==> src/sv/obl_pkg.sv <==
`default_nettype none
package obl_pkg;

    localparam int LEVELS_DEF = 64;
    localparam int PRICE_W    = 32;
    localparam int VOL_W      = 40;
    localparam int POS_W      = 6;
    localparam int CNT_W      = 7;
    localparam int QDEPTH     = 2;

    typedef enum logic [2:0] {
        ST_UPDATED  = 3'd0,
        ST_INSERTED = 3'd1,
        ST_DELETED  = 3'd2,
        ST_DEL_MISS = 3'd3,
        ST_FULL     = 3'd4
    } t_status;

    typedef struct packed {
        logic               side;
        logic [PRICE_W-1:0] price;
        logic [VOL_W-1:0]   volume;
    } t_in_word;

    typedef struct packed {
        logic [2:0]         status;
        logic [POS_W-1:0]   level_position;
        logic [CNT_W-1:0]   level_count;
        logic               side_empty;
        logic [PRICE_W-1:0] best_price;
        logic [VOL_W-1:0]   best_volume;
    } t_out_word;

    // classified command handed from front to back
    typedef struct packed {
        logic               side;
        logic               del;
        logic [PRICE_W-1:0] price;
        logic [VOL_W-1:0]   volume;
    } t_cmd;

    typedef enum logic [1:0] {
        BK_IDLE,
        BK_MATCH,
        BK_OUT
    } t_bk_state;

endpackage
`default_nettype wire

==> src/sv/obl_front.sv <==
`default_nettype none
// Two-entry command queue towards the back end; classify each word on entry.
module obl_front (
    input  wire logic             i_clk,
    input  wire logic             i_rst_n,
    input  wire logic             i_valid,
    output logic                  o_ready,
    input  wire obl_pkg::t_in_word i_data,
    output logic                  o_cmd_valid,
    input  wire logic             i_cmd_ready,
    output obl_pkg::t_cmd         o_cmd
);
    obl_pkg::t_cmd r_q [obl_pkg::QDEPTH];
    logic          r_wp, r_rp;
    logic [1:0]    r_cnt;
    logic          push, pop;
    obl_pkg::t_cmd cmd_in;

    assign o_ready     = (r_cnt != 2'd2);
    assign push        = i_valid && o_ready;
    assign o_cmd_valid = (r_cnt != 2'd0);
    assign pop         = o_cmd_valid && i_cmd_ready;
    assign o_cmd       = r_q[r_rp];

    always_comb begin
        cmd_in.side   = i_data.side;
        cmd_in.del    = (i_data.volume == '0);
        cmd_in.price  = i_data.price;
        cmd_in.volume = i_data.volume;
    end

    always_ff @(posedge i_clk) begin
        if (push) begin
            r_q[r_wp] <= cmd_in;
        end
        if (!i_rst_n) begin
            r_wp  <= 1'b0;
            r_rp  <= 1'b0;
            r_cnt <= 2'd0;
        end else begin
            if (push) r_wp <= ~r_wp;
            if (pop)  r_rp <= ~r_rp;
            r_cnt <= r_cnt + {1'b0, push} - {1'b0, pop};
        end
    end
endmodule
`default_nettype wire

==> config.mk <==
export PLATFORM = sky130hd
export DESIGN_NAME = obl_front
export DESIGN_NICKNAME = d
export VERILOG_FILES = /design/src/sv/obl_pkg.sv /design/src/sv/obl_front.sv
export SDC_FILE = /design/constraint.sdc
export NUM_CORES = 1
export LEC_CHECK = 0
export BUFFER_PORTS_ARGS = -buffer_cell sky130_fd_sc_hd__buf_2
export CAP_MARGIN = 20
export CELL_PAD_IN_SITES_DETAIL_PLACEMENT = 0
export CELL_PAD_IN_SITES_GLOBAL_PLACEMENT = 1
export CORE_UTILIZATION = 48
export CTS_CLUSTER_SIZE = 12
export DETAILED_ROUTE_END_ITERATION = 6
export PLACE_DENSITY_LB_ADDON = 0.08
export SLEW_MARGIN = 25
export SYNTH_ARGS = -nofsm -noshare
export SYNTH_HDL_FRONTEND = slang
export SYNTH_SLANG_ARGS = --single-unit
==> constraint.sdc <==
create_clock -name i_clk -period 4.63 [get_ports i_clk]
set_clock_uncertainty 0.05 [all_clocks]
set_input_delay 0.6945 -clock i_clk [delete_from_list [all_inputs] [get_ports i_clk]]
set_output_delay 0.6945 -clock i_clk [all_outputs]
set_load 0.02 [all_outputs]
==> results.cfg, run 1 <==
[outcome]
status = complete, no violations

[critical_path]
worstSetupEndpointType = output pin
worstPathCellList = buf_4, mux2_2, buf_2
path_max_fanout = 29
cp_slowest_stage_delay_ns = 0.58
arrival_ns = 2.09
crit_required_ns = 3.89
crit_type = flip-flop to output pin
cp_slowest_cell = dfxtp_4
critPathLaunchType = flip-flop

[finish]
diodes = 0
nets = 515
final_common_cell = buf_2
final_util_pct = 62.4
fin_cells = 596
multiInputGateArea_sq_um = 1270
fillCellCount = 885
final_area_sq_um = 7500
synthToLayoutAreaGrowth_pct = 27.0
drive_above_1_share_pct = 58.8
ff_latch_area_sq_um = 4550
final_cell_mix = 152 x buf_2, 148 x edfxtp_1, 60 x mux2_4

[clock_tree]
ctsHtreeMaxLevel = 4
cts.sinks = 153
postCtsSetupRepairBufs = 0
cts_resized = 0
clkTransAtPathRegs_ns = 0.06
clock_latency_ns = 0.41
tritoncts = yes
clockBufferDepth = 2
cts_buffers = 17
postCtsHoldBufs = 0
root_buffer = clkbuf_16

[floorplanning]
dieArea_sq_um = 12700
row_count = 40
pin_count = 153
die_h_um = 113
initial_core_util_pct = 49.1
core_sq_um = 12000
die_x_um = 113

[detailed_routing]
drt-total-wl_um = 10200
vias = 2963
final_antenna_net_count = 0
wl_met3_um = 698
drt_iter0_drc = 136
remaining_drc_errors = 0
met2_length_um = 4970
wl_met1_um = 4400
wl_per_cell_um = 17.2
viasPerCell = 4.97
highest_layer = met5
drt-pass1-iter-count = 4

[yosys]
avgSynthCellArea_sq_um = 21.9
synth_cells = 269
netlist_area_sq_um = 5900
ys_types = 23
yosys_warnings = 0
synth_nets = 348
ys_seq_elements = 153
seq_area_frac_synth_pct = 77.0

[global_route]
grt_first_pass_wirelength_um = 15600
gr-total-overflow = 0
grt_max_degree = 75
antenna_found_initial = 1
grt_pass1_vias = 3005
grtUsageTotal_pct = 17.0

[hold_path]
hp-class = input pin to flip-flop

[timing]
fmax_mhz = 353
tightestPinTransition_ns = 0.761
drv_slew = 0
min_period_ns = 2.83
finalSetupViolations = 0
fin_crit_sh_pct = 61.1
slew_headroom_pct = 49.2
fin_setup_tns_ns = 0
rsz0062_at_grt = false
setup_slack_ns = 1.80
hold_viol = 0

[placement]
hpwl_um = 6620
place_area_sq_um = 6800
place.gp.congestion = 0.681
dpl_worst_slack_ns = 2.09
numPlacedInstances = 563
port_buffers = 152

[power]
p_leak_uw = 0.00293
power_density_nw_per_um2 = 594
irDropWorstVdd_uv = 314

[run]
max_cap_violations = 0
[logic make-up after synthesis]
group	after synthesis	share of synthesized area [%]
buffers and inverters	11	1.61
adders and majority gates	2	0.424
DFF	153	77.0
muxes	74	17.9
AOI/OAI and AO/OA	3	0.381
xor gates and xnor gates	3	0.445
and+or+nand+nor	23	2.23
[layer usage]
layer | vias up | track usage, %
met1 | 1431 | 20.6
met3 | 16 | 6.59
li1 | 1409 | -
met2 | 105 | 26.7
met4 | 2 | 8.16
met5 | - | 0
[flip-flops by register name, summed over array words and instances, names as in the netlist, named ones only]
| signal | cells |
|---|---|
| r_wp | 1 |
| r_q | 148 |
| r_rp | 1 |
| r_cnt | 2 |
[worst paths after layout]
path / cells past startpoint / startpoint / slack [ns] / endpoint
max reg2reg: 4 / r_cnt[0] / 2.42 / r_q[0][10]
min: 1 / i_data[40] / 0.42 / r_q[1][40]
max: 3 / flip-flop / 1.80 / o_cmd[73]
min reg2reg: 2 / r_rp / 0.46 / r_rp
[synth_stat cells]
master	n	area (sq um)
mux2_4	60	901
dfxtp_1	5	100
xnor2_1	2	17.5
a21oi_1	1	5.00
and2_1	1	6.26
nor2_1	3	11.3
a21bo_2	1	10.0
nand2_1	2	7.51
edfxtp_1	148	4440
ha_1	2	25.0
nor3_1	1	5.00
buf_2	1	5.00
or2_2	1	6.26
and3_1	1	6.26
nand3b_1	1	7.51
mux2_2	14	158
nand4_1	2	12.5
o21a_1	1	7.51
xor2_1	1	8.76
nor4_1	10	62.6
inv_1	3	11.3
buf_6	7	78.8
nand2b_1	1	6.26
[critical path: cells and delay by family, from the launching register on]
kind,cells,cell delay (ns)
buf+inv,2,0.68
flops,1,0.58
mux,1,0.39
[final cells by class]
cell class / instances / share of cell area (%)
timing repair buffer: 156 / 10.7
multi-input combinational: 105 / 16.9
clock buffer: 17 / 5.68
inverter: 3 / 0.167
clock inverter: 15 / 3.39
sequential: 153 / 60.7
tap: 147 / 2.45
[power by group]
part           internal [uW]  switching (uW)
logic                    487             598
clock network           1060             519
registers               1720            71.2
[through the flow]
stage / total power [uW] / hold WS, ns
final: 4450 / 0.418
after global routing: 4620 / 0.398
after CTS: 4500 / 0.396
after detailed placement: 2920 / 0.452
after global placement: 2910 / 0.441
after floorplan: 2630 / 0.431
Power figures use the tool's default switching activity.
==> inputs of run 2 (changes only) <==
CORE_UTILIZATION = 44   (was 48)
clock period = 2.84 ns   (was 4.63 ns; I/O delays follow)
==> results.cfg, run 2 (synthesis gave the netlist of run 1 again) <==
[global_route]
antenna_found_initial = 2
grt_pass1_vias = 2968
grtUsageTotal_pct = 15.7
gr-total-overflow = 0
grt_first_pass_wirelength_um = 15800
grt_max_degree = 58

[finish]
reg_top3 = r_q (148), r_cnt (2)
fillCellCount = 1040
synthToLayoutAreaGrowth_pct = 26.0
drive_above_1_share_pct = 57.8
largest_reg_flops = 148
top_register = r_q
final_common_cell = buf_2
fin_cells = 624
final_cell_mix = 152 x buf_2, 148 x edfxtp_1, 60 x mux2_4
nets = 516

[clock_tree]
root_buffer = clkbuf_16
clockBufferDepth = 2
ctsHtreeMaxLevel = 4
cts.sinks = 153
cts_resized = 0
tritoncts = yes
cts_buffers = 17
clkTransAtPathRegs_ns = 0.06
clock_latency_ns = 0.41
postCtsHoldBufs = 0
postCtsSetupRepairBufs = 0

[detailed_routing]
drt-total-wl_um = 10400
wl_per_cell_um = 16.6
drt_iter0_drc = 150
remaining_drc_errors = 0
drt-pass1-iter-count = 4
final_antenna_net_count = 0
vias = 2934
viasPerCell = 4.70

[power]
irDropWorstVdd_uv = 409
power_density_nw_per_um2 = 913
p_leak_uw = 0.00289

[critical_path]
worstSetupEndpointType = output pin
worstRegToRegCells = 3
cp_slowest_stage_delay_ns = 0.63
critPathLaunchType = flip-flop
arrival_ns = 1.90
r2r_end = r_q[1][50]
worstPathCellList = buf_4, mux2_2, buf_2
path_max_fanout = 24
reg2reg_from = r_cnt[0]
critPathBufInv = 2
crit_required_ns = 2.36
cp-endpoint = o_cmd[73]
crit_cells = 3
regToRegSetupSlack_ns = 1.01
cpLargestDelayFamily = flip-flops
crit_type = flip-flop to output pin
cp_slowest_cell = dfxtp_4

[floorplanning]
initial_core_util_pct = 46.0
row_count = 41
core_sq_um = 12800
die_x_um = 118
dieArea_sq_um = 13900
die_h_um = 118
pin_count = 153

[placement]
hpwl_um = 6880
numPlacedInstances = 590
port_buffers = 152
place.gp.congestion = 0.702

[timing]
slew_headroom_pct = 67.2
fmax_mhz = 421
rsz0062_at_grt = false
fin_setup_tns_ns = 0
tightestPinTransition_ns = 0.492
hold_viol = 0
min_period_ns = 2.37
finalSetupViolations = 0
drv_slew = 0
fin_crit_sh_pct = 83.6

[hold_path]
hp-class = input pin to flip-flop

[outcome]
status = complete, no violations

[run]
max_cap_violations = 0
==> run 2: changes by cell type in the layout (fill, tap and decap cells not counted) <==
cell / before / now
buf_4: 3 / 1
diode_2: 0 / 2
clkbuf_1: 0 / 2
clkinv_2: 3 / 5
buf_12: 1 / 4
bufinv_16: 7 / 2
clkinv_1: 3 / 6
clkinvlp_4: 3 / 1
==> run 2: report_power, final <==
group / switching (uW) / internal, uW
Sequential: 122 / 2800
Clock: 791 / 1270
Combinational: 982 / 831
Total: 1890 / 4900
==> run 2: final cells by class <==
class / instances / area [sq um] / area share [%]
Tap cell: 172 / 215 / 2.89
Antenna cell: 2 / 5.00 / 0.0673
Inverter: 3 / 12.5 / 0.168
Multi-Input combinational cell: 105 / 1270 / 17.1
Clock buffer: 19 / 433 / 5.82
Timing Repair Buffer: 157 / 848 / 11.4
Clock inverter: 13 / 110 / 1.48
Sequential cell: 153 / 4550 / 61.1
==> run 2: worst min path at each step <==
stage                          start         end  slack (ns)  cells past startpoint
after floorplan                 r_rp   flip-flop        0.43                      2
after global placement          r_rp   flip-flop        0.44                      2
after detailed placement        r_rp   flip-flop        0.45                      2
after CTS                 i_data[69]  r_q[1][69]        0.13                      1
after global routing      i_data[68]  r_q[1][68]        0.13                      1
final                     i_data[65]  r_q[1][65]        0.15                      1
==> run 2: layer usage <==
layer	GRT usage [%]	share of wire, %	wire, um	up-vias
met5	0	0	0	-
met4	8.57	2.0	204	0
met3	6.20	7.4	767	17
met2	23.8	47	4840	104
met1	19.2	44	4570	1406
li1	-	-	-	1407
==> run 2: metrics by stage <==
stage                     util, %  hold WS [ns]  setup WS [ns]  power, uW  instance area [sq um]
final                        58.0         0.154          0.467       6790                   7440
after global routing         58.0         0.135          0.349       7090                   7440
after CTS                    58.0         0.130          0.401       6890                   7440
after detailed placement     53.7         0.447          0.864       4830                   6890
after global placement       53.7         0.444          0.881       4810                   6890
after floorplan                 -         0.431          0.145       4290                   5900
==> inputs of run 3 (changes only) <==
CORE_UTILIZATION = 40   (was 44)
clock period = 1.9 ns   (was 2.84 ns; I/O delays follow)
==> results.cfg, run 3 (synthesis gave the netlist of run 1 again) <==
[outcome]
status = finished with violations
violations = setup timing

[critical_path]
worstPathCellList = bufbuf_16, mux2_4, buf_2
critPathLaunchType = flip-flop
path_max_fanout = 10
worstSetupEndpointType = output pin
crit_type = flip-flop to output pin
arrival_ns = 1.57
cp_slowest_cell = dfxtp_4
cp_slowest_stage_delay_ns = 0.39
cpLargestDelayFamily = buffers and inverters
critPathBufInv = 2
crit_required_ns = 1.56

[detailed_routing]
vias = 3158
viasPerCell = 4.62
wl_per_cell_um = 16.9
drt-pass1-iter-count = 4
remaining_drc_errors = 0
final_antenna_net_count = 0
drt-total-wl_um = 11500
drt_iter0_drc = 137

[timing]
rsz0062_at_grt = true
fin_crit_sh_pct = 100
fmax_mhz = 525
tightestPinTransition_ns = 0.483
drv_slew = 0
setup_slack_ns = -0.00423
hold_viol = 0
finalSetupViolations = 3
slew_headroom_pct = 67.5
min_period_ns = 1.90

[placement]
dpl_worst_slack_ns = 0.304
port_buffers = 152
hpwl_um = 6990
place.gp.congestion = 0.688

[power]
power_density_nw_per_um2 = 1360
internal_power_uw = 8580
seqPwrFrac_pct = 36.7
switching_share_pct = 27.0
irDropWorstVdd_uv = 716
switchingPower_uw = 3170
power_frac_clock_pct = 29.3
p_leak_uw = 0.00339
combPwrFrac_pct = 34.0
power_uw = 11700

[clock_tree]
tritoncts = yes
clockBufferDepth = 2
clock_latency_ns = 0.41
cts_buffers = 17
clkTransAtPathRegs_ns = 0.06
ctsHtreeMaxLevel = 4
cts.sinks = 153
root_buffer = clkbuf_16

[finish]
multiInputGateArea_sq_um = 1330
fillCellCount = 1113
final_common_cell = edfxtp_1
drive_above_1_share_pct = 56.9
final_cell_mix = 148 x edfxtp_1, 90 x buf_2, 73 x mux2_4
diodes = 0
reg_top3 = r_q (148), r_cnt (2)
largest_reg_flops = 148
nets = 565
synthToLayoutAreaGrowth_pct = 46.2
ff_latch_area_sq_um = 4550
top_register = r_q

[floorplanning]
core_sq_um = 14500
initial_core_util_pct = 40.8
die_h_um = 123
die_x_um = 123
pin_count = 153
row_count = 44
dieArea_sq_um = 15200

[hold_path]
hp-class = input pin to flip-flop

[global_route]
grt_max_degree = 59
grtUsageTotal_pct = 15.3
antenna_found_initial = 0
gr-total-overflow = 0
grt_first_pass_wirelength_um = 16400
grt_pass1_vias = 3070

[run]
max_cap_violations = 0
==> run 3: worst paths after layout <==
path	to	slack, ns	depth (start not counted)	from
max	o_cmd[17]	-0.004	3	flip-flop
min	r_q[0][16]	0.02	1	i_data[16]
max reg2reg	r_cnt[1]	0.34	7	r_cnt[1]
min reg2reg	r_rp	0.47	2	r_rp
==> run 3: power by group through the flow <==
| stage | clock network (uW) | registers [uW] | logic (uW) |
|---|---|---|---|
| floorplan | 0 | 4360 | 2070 |
| global placement | 0 | 4400 | 2890 |
| detailed placement | 0 | 4420 | 2890 |
| CTS | 3520 | 4320 | 3510 |
| global route | 3650 | 4350 | 4230 |
| finish | 3440 | 4310 | 3990 |
==> run 3: final cells by class <==
class / count / area share (%)
clock inverter: 15 / 2.10
multi-input combinational: 105 / 15.3
inverter: 3 / 0.174
clock buffer: 17 / 4.93
sequential: 153 / 52.7
timing repair buffer: 206 / 22.1
tap: 184 / 2.67
==> run 3: through the flow <==
step | hold slack (ns) | instance area, sq um | std cells | setup TNS, ns | utilization, %
floorplan | 0.334 | 5920 | 269 | -24.70 | -
global placement | 0.423 | 6980 | 605 | 0 | 48.2
detailed placement | 0.428 | 6980 | 605 | 0 | 48.2
CTS | 0.000993 | 8180 | 671 | -1.52 | 56.5
global route | 0.00181 | 8630 | 683 | -2.72 | 59.6
finish | 0.0244 | 8630 | 683 | -0.00519 | 59.6
==> run 3: routing by layer <==
metal,track usage (%),wire length [um]
met1,19.8,5090
met2,22.9,5530
met3,6.18,754
met4,5.87,133
met5,0,0
==> run 3: what timing repair did <==
action | 4_1_cts | 5_1_grt
setup buffers | 5 | 0
resized for setup | 59 | 84
hold buffers | 26 | 8
cloned | 3 | 4
setup endpoints to repair | 64 | 72
hold endpoints to repair | 51 | 12
